--- src/rtl/core/mwrs_pkg.sv ---
// Types and fixed constants of the mission waypoint sequencer.
package mwrs_pkg;

	localparam int POS_W = 25;
	localparam int YAW_W = 15;

	// Input item codes.
	localparam logic [1:0] MODE_TICK   = 2'd0;
	localparam logic [1:0] MODE_APPEND = 2'd1;
	localparam logic [1:0] MODE_CLEAR  = 2'd2;

	// Navigation modes reported with a tick.
	localparam logic [1:0] NAV_MISSION = 2'd1;
	localparam logic [1:0] NAV_RETURN  = 2'd2;

	// Mode requests in the result.
	localparam logic [1:0] REQ_NONE   = 2'd0;
	localparam logic [1:0] REQ_RETURN = 2'd1;
	localparam logic [1:0] REQ_LAND   = 2'd2;

	// Return stages.
	localparam logic [1:0] STAGE_IDLE  = 2'd0;
	localparam logic [1:0] STAGE_CLIMB = 2'd1;
	localparam logic [1:0] STAGE_HOME  = 2'd2;
	localparam logic [1:0] STAGE_LAND  = 2'd3;

	// Configuration register indexes.
	localparam int CFG_IDX_W = 2;
	localparam logic [CFG_IDX_W-1:0] CFG_RADIUS  = 2'd0;
	localparam logic [CFG_IDX_W-1:0] CFG_RET_ALT = 2'd1;

	// Reset values of the configuration registers.
	localparam logic [31:0] RADIUS_SQ_RST = 32'd65536;
	localparam logic signed [POS_W-1:0] RET_ALT_RST = -25'sd512;

	// Climb done when the height error is below 0.2 m: err * 5 < 256.
	localparam logic [POS_W:0] CLIMB_LIMIT = 26'd52;
	// Home reached when dx^2 + dy^2 is below (0.8 m)^2: sum * 25 < 2^20.
	localparam logic [51:0] HOME_LIMIT = 52'd41944;

	// One stored waypoint.
	typedef struct packed {
		logic signed [POS_W-1:0] x;
		logic signed [POS_W-1:0] y;
		logic signed [POS_W-1:0] z;
		logic signed [YAW_W-1:0] yaw;
	} waypoint_t;

endpackage

--- src/rtl/core/mission_waypoint_rtl_sequencer.sv ---
// Mission waypoint table walker with return-to-home sequencing.
//
//  channel | signals                                   | direction
//  --------+-------------------------------------------+----------
//  in      | in_valid/in_ready, mode .. heading         | input
//  out     | out_valid/out_ready, setpoint_valid .. ok  | output
//  cfg     | cfg_valid/cfg_ready, cfg_index, cfg_data   | input
//
// A position tick reads the waypoint memory when it is accepted, then passes
// through the read state and the squaring steps, in which the squared x and y
// differences (and z on a mission) go through one shared 26 by 26 multiplier
// with an accumulate stage, and ends in the decision state. Appends, clears and
// ignored ticks go from acceptance straight to the decision state. One item is in
// work at a time; the output register lets the next item be accepted while a
// result waits. Reset is asynchronous; the waypoint memory needs no clearing.
module mission_waypoint_rtl_sequencer
	import mwrs_pkg::*;
#(
	parameter int TABLE_DEPTH = 16
) (
	input  logic                    clk,
	input  logic                    arst_n,

	input  logic                    in_valid,
	output logic                    in_ready,
	input  logic [1:0]              mode,
	input  logic                    pos_valid,
	input  logic                    armed,
	input  logic [1:0]              nav_mode,
	input  logic signed [POS_W-1:0] pos_x,
	input  logic signed [POS_W-1:0] pos_y,
	input  logic signed [POS_W-1:0] pos_z,
	input  logic signed [YAW_W-1:0] heading,

	output logic                    out_valid,
	input  logic                    out_ready,
	output logic                    setpoint_valid,
	output logic signed [POS_W-1:0] sp_x,
	output logic signed [POS_W-1:0] sp_y,
	output logic signed [POS_W-1:0] sp_z,
	output logic signed [YAW_W-1:0] sp_yaw,
	output logic [1:0]              mode_request,
	output logic [4:0]              current_index,
	output logic [1:0]              return_stage,
	output logic                    append_ok,

	input  logic                    cfg_valid,
	output logic                    cfg_ready,
	input  logic [CFG_IDX_W-1:0]    cfg_index,
	input  logic [POS_W-1:0]        cfg_data
);

	localparam int IW = $clog2(TABLE_DEPTH + 1);
	localparam int AW = (TABLE_DEPTH > 1) ? $clog2(TABLE_DEPTH) : 1;
	localparam logic [IW-1:0] DEPTH_C = IW'(TABLE_DEPTH);

	typedef enum logic [1:0] {
		ST_IDLE,
		ST_READ,
		ST_SQUARE,
		ST_FINISH
	} state_t;

	typedef enum logic [1:0] {
		K_REPORT,
		K_APPEND,
		K_TICK
	} kind_t;

	state_t                  state_q;
	kind_t                   kind_q;
	logic [1:0]              step_q;

	// Persistent sequencer state.
	logic [IW-1:0]           entry_q;
	logic [IW-1:0]           active_q;
	logic signed [POS_W-1:0] home_n_q;
	logic signed [POS_W-1:0] home_e_q;
	logic signed [POS_W-1:0] home_d_q;
	logic                    home_known_q;
	logic                    armed_before_q;
	logic [1:0]              stage_q;
	logic [31:0]             radius_sq_q;
	logic signed [POS_W-1:0] ret_alt_q;

	// Captured item.
	logic [1:0]              nav_q;
	logic                    app_q;
	logic signed [POS_W-1:0] px_q;
	logic signed [POS_W-1:0] py_q;
	logic signed [POS_W-1:0] pz_q;
	logic signed [YAW_W-1:0] hd_q;

	// Waypoint memory and its read register.
	waypoint_t               wp_mem [TABLE_DEPTH];
	waypoint_t               rd_s1;
	logic                    mem_we;
	logic [AW-1:0]           rd_addr;

	// Distance datapath.
	logic signed [POS_W-1:0] a_sel;
	logic signed [POS_W-1:0] b_sel;
	logic signed [POS_W:0]   d_sel;
	logic signed [51:0]      sq_prod;
	logic [50:0]             sq_s1;
	logic [51:0]             acc_q;

	// Result of the decision cycle.
	logic                    in_acc;
	logic                    out_load;
	logic signed [POS_W-1:0] home_x;
	logic signed [POS_W-1:0] home_y;
	logic signed [POS_W-1:0] tz;
	logic signed [POS_W:0]   climb_err;
	logic                    r_spv;
	logic signed [POS_W-1:0] r_x;
	logic signed [POS_W-1:0] r_y;
	logic signed [POS_W-1:0] r_z;
	logic signed [YAW_W-1:0] r_yaw;
	logic [1:0]              r_req;
	logic [IW-1:0]           active_nx;
	logic [1:0]              stage_nx;
	logic [IW+4:0]           idx_wide;

	assign in_ready  = (state_q == ST_IDLE);
	assign cfg_ready = 1'b1;
	assign in_acc    = in_valid && in_ready;
	assign out_load  = (state_q == ST_FINISH) && (!out_valid || out_ready);

	// An append is stored while the table has room.
	assign mem_we  = in_acc && (mode == MODE_APPEND) && (entry_q < DEPTH_C);
	// A disarmed tick walks from the first entry.
	assign rd_addr = armed ? active_q[AW-1:0] : '0;

	// Waypoint memory: one write port, one registered read port.
	always_ff @(posedge clk) begin
		if (mem_we) begin
			wp_mem[entry_q[AW-1:0]] <= '{x: pos_x, y: pos_y, z: pos_z, yaw: heading};
		end
		if (in_acc) begin
			rd_s1 <= wp_mem[rd_addr];
		end
	end

	// Home falls back to the origin until it has been saved.
	assign home_x = home_known_q ? home_n_q : '0;
	assign home_y = home_known_q ? home_e_q : '0;

	// Operand selection for the shared squaring unit.
	always_comb begin
		a_sel = '0;
		b_sel = '0;
		if (nav_q == NAV_MISSION) begin
			case (step_q)
				2'd0: begin
					a_sel = rd_s1.x;
					b_sel = px_q;
				end
				2'd1: begin
					a_sel = rd_s1.y;
					b_sel = py_q;
				end
				2'd2: begin
					a_sel = rd_s1.z;
					b_sel = pz_q;
				end
				default: begin
					a_sel = '0;
					b_sel = '0;
				end
			endcase
		end else begin
			case (step_q)
				2'd0: begin
					a_sel = home_x;
					b_sel = px_q;
				end
				2'd1: begin
					a_sel = home_y;
					b_sel = py_q;
				end
				default: begin
					a_sel = '0;
					b_sel = '0;
				end
			endcase
		end
	end

	assign d_sel   = {a_sel[POS_W-1], a_sel} - {b_sel[POS_W-1], b_sel};
	assign sq_prod = d_sel * d_sel;

	// Climb target is the higher of the current height and the return height.
	assign tz        = (pz_q < ret_alt_q) ? pz_q : ret_alt_q;
	assign climb_err = {pz_q[POS_W-1], pz_q} - {tz[POS_W-1], tz};

	// Decision for the item in the finishing cycle.
	always_comb begin
		r_spv     = 1'b0;
		r_x       = '0;
		r_y       = '0;
		r_z       = '0;
		r_yaw     = '0;
		r_req     = REQ_NONE;
		active_nx = active_q;
		stage_nx  = stage_q;
		if (kind_q == K_TICK) begin
			unique case (nav_q)
				NAV_MISSION: begin
					if (active_q >= entry_q) begin
						r_req = REQ_RETURN;
					end else begin
						r_spv = 1'b1;
						r_x   = rd_s1.x;
						r_y   = rd_s1.y;
						r_z   = rd_s1.z;
						r_yaw = rd_s1.yaw;
						if (acc_q < {20'd0, radius_sq_q}) begin
							active_nx = active_q + 1'b1;
						end
					end
				end
				NAV_RETURN: begin
					unique case (stage_q)
						STAGE_IDLE: stage_nx = STAGE_CLIMB;
						STAGE_CLIMB: begin
							r_spv = 1'b1;
							r_x   = px_q;
							r_y   = py_q;
							r_z   = tz;
							r_yaw = hd_q;
							if ($unsigned(climb_err) < CLIMB_LIMIT) begin
								stage_nx = STAGE_HOME;
							end
						end
						STAGE_HOME: begin
							r_spv = 1'b1;
							r_x   = home_x;
							r_y   = home_y;
							r_z   = ret_alt_q;
							if (acc_q < HOME_LIMIT) begin
								stage_nx = STAGE_LAND;
							end
						end
						default: r_req = REQ_LAND;
					endcase
				end
				default: stage_nx = STAGE_IDLE;
			endcase
		end
	end

	assign idx_wide = {5'd0, active_nx};

	// Payload capture and the squaring pipeline register.
	always_ff @(posedge clk) begin
		if (in_acc) begin
			nav_q <= nav_mode;
			px_q  <= pos_x;
			py_q  <= pos_y;
			pz_q  <= pos_z;
			hd_q  <= heading;
		end
		if (state_q == ST_SQUARE) begin
			sq_s1 <= sq_prod[50:0];
		end
	end

	// Sequencer state, persistent state and the output register.
	always_ff @(posedge clk or negedge arst_n) begin
		if (!arst_n) begin
			state_q        <= ST_IDLE;
			kind_q         <= K_REPORT;
			step_q         <= '0;
			app_q          <= 1'b0;
			acc_q          <= '0;
			entry_q        <= '0;
			active_q       <= '0;
			home_n_q       <= '0;
			home_e_q       <= '0;
			home_d_q       <= '0;
			home_known_q   <= 1'b0;
			armed_before_q <= 1'b0;
			stage_q        <= STAGE_IDLE;
			radius_sq_q    <= RADIUS_SQ_RST;
			ret_alt_q      <= RET_ALT_RST;
			out_valid      <= 1'b0;
			setpoint_valid <= 1'b0;
			sp_x           <= '0;
			sp_y           <= '0;
			sp_z           <= '0;
			sp_yaw         <= '0;
			mode_request   <= REQ_NONE;
			current_index  <= '0;
			return_stage   <= STAGE_IDLE;
			append_ok      <= 1'b0;
		end else begin
			// Configuration writes; the radius is kept squared.
			if (cfg_valid) begin
				case (cfg_index)
					CFG_RADIUS:  radius_sq_q <= cfg_data[15:0] * cfg_data[15:0];
					CFG_RET_ALT: ret_alt_q <= cfg_data;
					default: ;
				endcase
			end

			if (out_valid && out_ready) begin
				out_valid <= 1'b0;
			end

			unique case (state_q)
				ST_IDLE: begin
					if (in_acc) begin
						kind_q <= K_REPORT;
						app_q  <= 1'b0;
						state_q <= ST_FINISH;
						unique case (mode)
							MODE_APPEND: begin
								kind_q <= K_APPEND;
								if (entry_q < DEPTH_C) begin
									entry_q <= entry_q + 1'b1;
									app_q   <= 1'b1;
								end
							end
							MODE_CLEAR: begin
								entry_q  <= '0;
								active_q <= '0;
							end
							MODE_TICK: begin
								if (pos_valid) begin
									kind_q  <= K_TICK;
									state_q <= ST_READ;
									// Home is saved on the rising edge of armed.
									if (armed && !armed_before_q) begin
										home_n_q     <= pos_x;
										home_e_q     <= pos_y;
										home_d_q     <= pos_z;
										home_known_q <= 1'b1;
									end
									armed_before_q <= armed;
									if (!armed) begin
										active_q <= '0;
										stage_q  <= STAGE_IDLE;
									end
								end
							end
							default: ;
						endcase
					end
				end
				ST_READ: begin
					step_q  <= '0;
					acc_q   <= '0;
					state_q <= ST_SQUARE;
				end
				ST_SQUARE: begin
					// The product of step n is registered in sq_s1 and added in step n+1.
					if (step_q != 2'd0) begin
						acc_q <= acc_q + {1'b0, sq_s1};
					end
					step_q <= step_q + 2'd1;
					if (step_q == 2'd3) begin
						state_q <= ST_FINISH;
					end
				end
				ST_FINISH: begin
					if (out_load) begin
						active_q       <= active_nx;
						stage_q        <= stage_nx;
						out_valid      <= 1'b1;
						setpoint_valid <= r_spv;
						sp_x           <= r_x;
						sp_y           <= r_y;
						sp_z           <= r_z;
						sp_yaw         <= r_yaw;
						mode_request   <= r_req;
						current_index  <= idx_wide[4:0];
						return_stage   <= stage_nx;
						append_ok      <= (kind_q == K_APPEND) && app_q;
						state_q        <= ST_IDLE;
					end
				end
				default: state_q <= ST_IDLE;
			endcase
		end
	end

endmodule

--- config.mk ---
export PLATFORM = sky130hd
export DESIGN_NAME = mission_waypoint_rtl_sequencer
export DESIGN_NICKNAME = d
export VERILOG_FILES = /design/src/rtl/core/mwrs_pkg.sv /design/src/rtl/core/mission_waypoint_rtl_sequencer.sv
export SDC_FILE = /design/constraint.sdc
export NUM_CORES = 2
export LEC_CHECK = 0
export BUFFER_PORTS_ARGS = -buffer_cell sky130_fd_sc_hd__buf_4
export CAP_MARGIN = 10
export CORE_MARGIN = 4
export CORE_UTILIZATION = 42
export DETAILED_ROUTE_END_ITERATION = 10
export SLEW_MARGIN = 10
export SYNTH_ARGS = -nofsm -noshare
export SYNTH_HDL_FRONTEND = slang
export SYNTH_SLANG_ARGS = --single-unit
--- constraint.sdc ---
create_clock -name clk -period 15 [get_ports clk]
set_input_delay 0.75 -clock clk [delete_from_list [all_inputs] [get_ports clk]]
set_output_delay 0.75 -clock clk [all_outputs]
set_load 0.01 [all_outputs]
==> impl_results.md <==
* Status: finished with violations
* Failing checks: DRC
* Final period utilization at 87.32%
* Post-CTS Resized at 0
* CP arrival at 13.69 ns
* NumNets Final at 10450
* Post-CTS setup repair buffer count at 0
* Yosys top cell by area: edfxtp_1
* Post-Route WL at 348400 µm
* GRT Residual Overflow at 0
* Finished Cell Area at 124000 µm²
* First-pass GRT wire length at 510400 µm
* Seq cells post-synth at 1953
* Avg Cell Area, Syn at 12.41 µm²
* GP Congestion at 0.9480
* Clock Latency Late Sink at 0.92 ns
* Area growth syn-to-layout at 11.25%
* CTS root buf: clkbuf_16
* Max Fanout on Critical Path at 26
* Part of the Yosys area used for sequential elements at 51.37%
* Tot GR Track Use at 25.27%
* Top_reg_cell synth: edfxtp_1
* Input/output buffers at 230
* DRT iter0 DRCs at 6788
* Die Y at 523.2 µm
* PnR worst setup slack at 1.902 ns
* Ys Warns at 0
* Initial Util at 42.35%
* CP Launch Type: flop
* Fmax at 76.35 MHz
* TritonCTS clock tree: built
* Final setup vio count at 0
* Largest net degree at the start of global routing at 159
* Synth top area share at 45.04%
* Data required, critical path at 15.60 ns
* Io pins at 232
* Fraction of registers with async set/reset at 14.39%
* Minimum clock period at 13.10 ns
* Synth Instances at 8980
* Syn Nets at 10340
* First-pass detailed-route iteration total at 11
* Post-route DRC violation count at 2
* Vias per Instance at 5.737
* Placed Area at 117300 µm²
* Worst-margin pin slew at 1.235 ns
* Clock transition at path regs at 0.07 ns
* Layout cells sized above 1 at 12.12%
* Vias in the first global route at 75810
* DR WL/cell at 27.22 µm
* Vias at 73420
* Tightest Hold Check Type: in2reg
* Cell at the slowest stage of the critical path: xor2_2
* CP endpoint kind: flop
* Max stage delay on crit path at 0.75 ns
* Final Max Slew Viols at 0
* RSZ-0062 raised after global routing: no
* # clock sinks at 1953
* Post-synth EDFFs at 1672
* Slew HR at 17.66%
* Dominant cells by area after synthesis: edfxtp_1 (45%), fa_1 (15%), dfrtp_1 (5.9%), ha_1 (4.7%), inv_1 (3.6%)
* Yosys cell types at 85
* Final Hold Vio Count at 0
* Setup slack at placement at 1.972 ns
* Setup TNS at 0 ns
* Antenna violations before repair at 35
* Final Util at 47.12%
* # rows at 188
* Kind of critical path: reg2reg
* Mapped Area at 111500 µm²
* Die Span X at 523.2 µm
* Max cap viols at 0
* Die area at 273700 µm²
* HPWL Detailed at 228600 µm
* Antenna-violating nets left at 0
* Total CTS buffers at 200
* CTS H-tree depth at 4
* Clock buffer depth at 3
* Placeable Area at 263200 µm²
* Clk_skew at 0.08964 ns
## final cells by class
type | instances | area (µm²)
Tap cell | 3515 | 4398
Clock buffer | 282 | 5604
Fill cell | 23380 | 139200
Timing Repair Buffer | 365 | 2850
Clock inverter | 94 | 1111
Antenna cell | 16 | 40.04
Inverter | 1084 | 4081
Sequential cell | 1953 | 57270
Multi-Input combinational cell | 5489 | 48660
## path summary, 6_finish.rpt
check,start,endpoint,slack (ns),depth (start not counted)
setup / recovery,step_q[0]$_DFFE_PN0P_,sq_s1[44]$_DFFE_PP_,1.90,46
hold / removal,nav_mode[0],nav_q[0]$_DFFE_PP_,0.11,1
setup reg to reg,step_q[0]$_DFFE_PN0P_,sq_s1[44]$_DFFE_PP_,1.90,46
hold reg to reg,sp_y[14]$_DFFE_PN0P_,sp_y[14]$_DFFE_PN0P_,0.48,2
max in group asynchronous,arst_n,active_q[0]$_DFFE_PN0P_,12.43,4
min in group asynchronous,arst_n,radius_sq_q[6]$_DFFE_PN0P_,0.47,2
## routing by layer
| layer | up-vias | GRT usage, % | part of all wire (%) |
|---|---|---|---|
| li1 | 31940 | - | - |
| met1 | 37790 | 31.99 | 39 |
| met2 | 2943 | 41.88 | 48 |
| met3 | 726 | 4.462 | 7.2 |
| met4 | 24 | 12.69 | 5.7 |
| met5 | - | 0 | 0.043 |
## what timing repair did
action | in CTS | in global routing
endpoints found under the setup margin | 0 | 0
endpoints found under the hold margin | 65 | 0
hold buffers | 1 | 0
## synthesized netlist by cell type, types with 12 or more instances
| library cell | count |
|---|---|
| edfxtp_1 | 1672 |
| inv_1 | 1068 |
| nand2_1 | 817 |
| fa_1 | 813 |
| o21ai_0 | 462 |
| ha_1 | 418 |
| clkbuf_1 | 416 |
| nor2_1 | 390 |
| a21oi_1 | 343 |
| mux2_2 | 343 |
| a211oi_1 | 285 |
| dfrtp_1 | 264 |
| mux2i_1 | 214 |
| a22oi_1 | 206 |
| nand3_1 | 133 |
| o22ai_1 | 115 |
| xnor2_1 | 112 |
| o31ai_1 | 106 |
| a21o_1 | 100 |
| and2_1 | 66 |
| xor2_1 | 61 |
| a22o_1 | 55 |
| a222oi_1 | 49 |
| buf_1 | 34 |
| nand2b_1 | 34 |
| or2_2 | 34 |
| nand4_1 | 30 |
| o21bai_1 | 30 |
| nor2b_1 | 27 |
| nor3_1 | 27 |
| o21a_1 | 26 |
| a31oi_1 | 21 |
| dfstp_2 | 17 |
| nor4_1 | 16 |
| and3_1 | 15 |
| o21ai_1 | 13 |
| clkinv_1 | 12 |
## flip-flops by register name, summed over array words and instances, names as in the netlist, 31 cells and up
signal	count
sq_s1	50
acc_q	52
rd_s1	90
radius_sq_q	31
wp_mem	1440
## worst max-delay path: cells and delay by family (launching register included)
| family | cells | cell delay, ns |
|---|---|---|
| AO/OA/AOI/OAI | 17 | 4.01 |
| XOR/XNOR | 3 | 1.07 |
| adder cells (fa/ha/maj) | 10 | 4.15 |
| buffers and inverters | 9 | 1.58 |
| flip-flops | 1 | 0.44 |
| AND/OR/NAND/NOR | 7 | 1.54 |
## metrics by stage
step	hold slack (ns)	instances
2_1_floorplan	0.4409	8980
3_3_place_gp	0.4618	12410
3_5_place_dp	0.4686	12410
6_report	0.1074	12800
5_1_grt	0.07402	12790
4_1_cts	0.06184	12780
## cells in the final DEF (no fill, tap or decap), types with 21 or more instances in the layout
| cell | n |
|---|---|
| mux2i_1 | 214 |
| a21oi_1 | 343 |
| o21ai_0 | 462 |
| nor3_1 | 23 |
| a21o_1 | 100 |
| o31ai_1 | 106 |
| xnor2_1 | 110 |
| xor2_1 | 61 |
| clkbuf_8 | 27 |
| clkbuf_1 | 54 |
| nand2_1 | 812 |
| nand2b_1 | 34 |
| nand3_1 | 133 |
| ha_1 | 415 |
| a22o_1 | 55 |
| nor2_1 | 375 |
| inv_1 | 1065 |
| a22oi_1 | 206 |
| dfrtp_1 | 261 |
| clkinv_2 | 35 |
| a31oi_1 | 21 |
| o22ai_1 | 115 |
| fa_1 | 812 |
| edfxtp_1 | 1672 |
| and2_1 | 61 |
| clkinv_1 | 34 |
| or2_2 | 34 |
| mux2_2 | 343 |
| a211oi_1 | 285 |
| buf_4 | 355 |
| clkbuf_16 | 201 |
| o21a_1 | 26 |
| a222oi_1 | 49 |
| nand4_1 | 30 |
| nor2b_1 | 27 |
| o21bai_1 | 30 |
## logic make-up (layout without fill, tap and decap cells)
kind of cell | after synthesis | after routing | share of synthesized area, %
flops | 1953 | 1953 | 51.37
xor+xnor | 174 | 174 | 1.374
fa+ha+maj | 1231 | 1231 | 19.29
compound gates | 1891 | 1891 | 11.04
simple gates | 1635 | 1635 | 6.348
buf+inv | 1538 | 1825 | 5.185
other cells | 1 | 17 | 0.003364
mux | 557 | 557 | 5.386
Power is left out: the tool's default activity adds up to more than one toggle a clock period on the data nets, which glitch-free logic cannot reach.
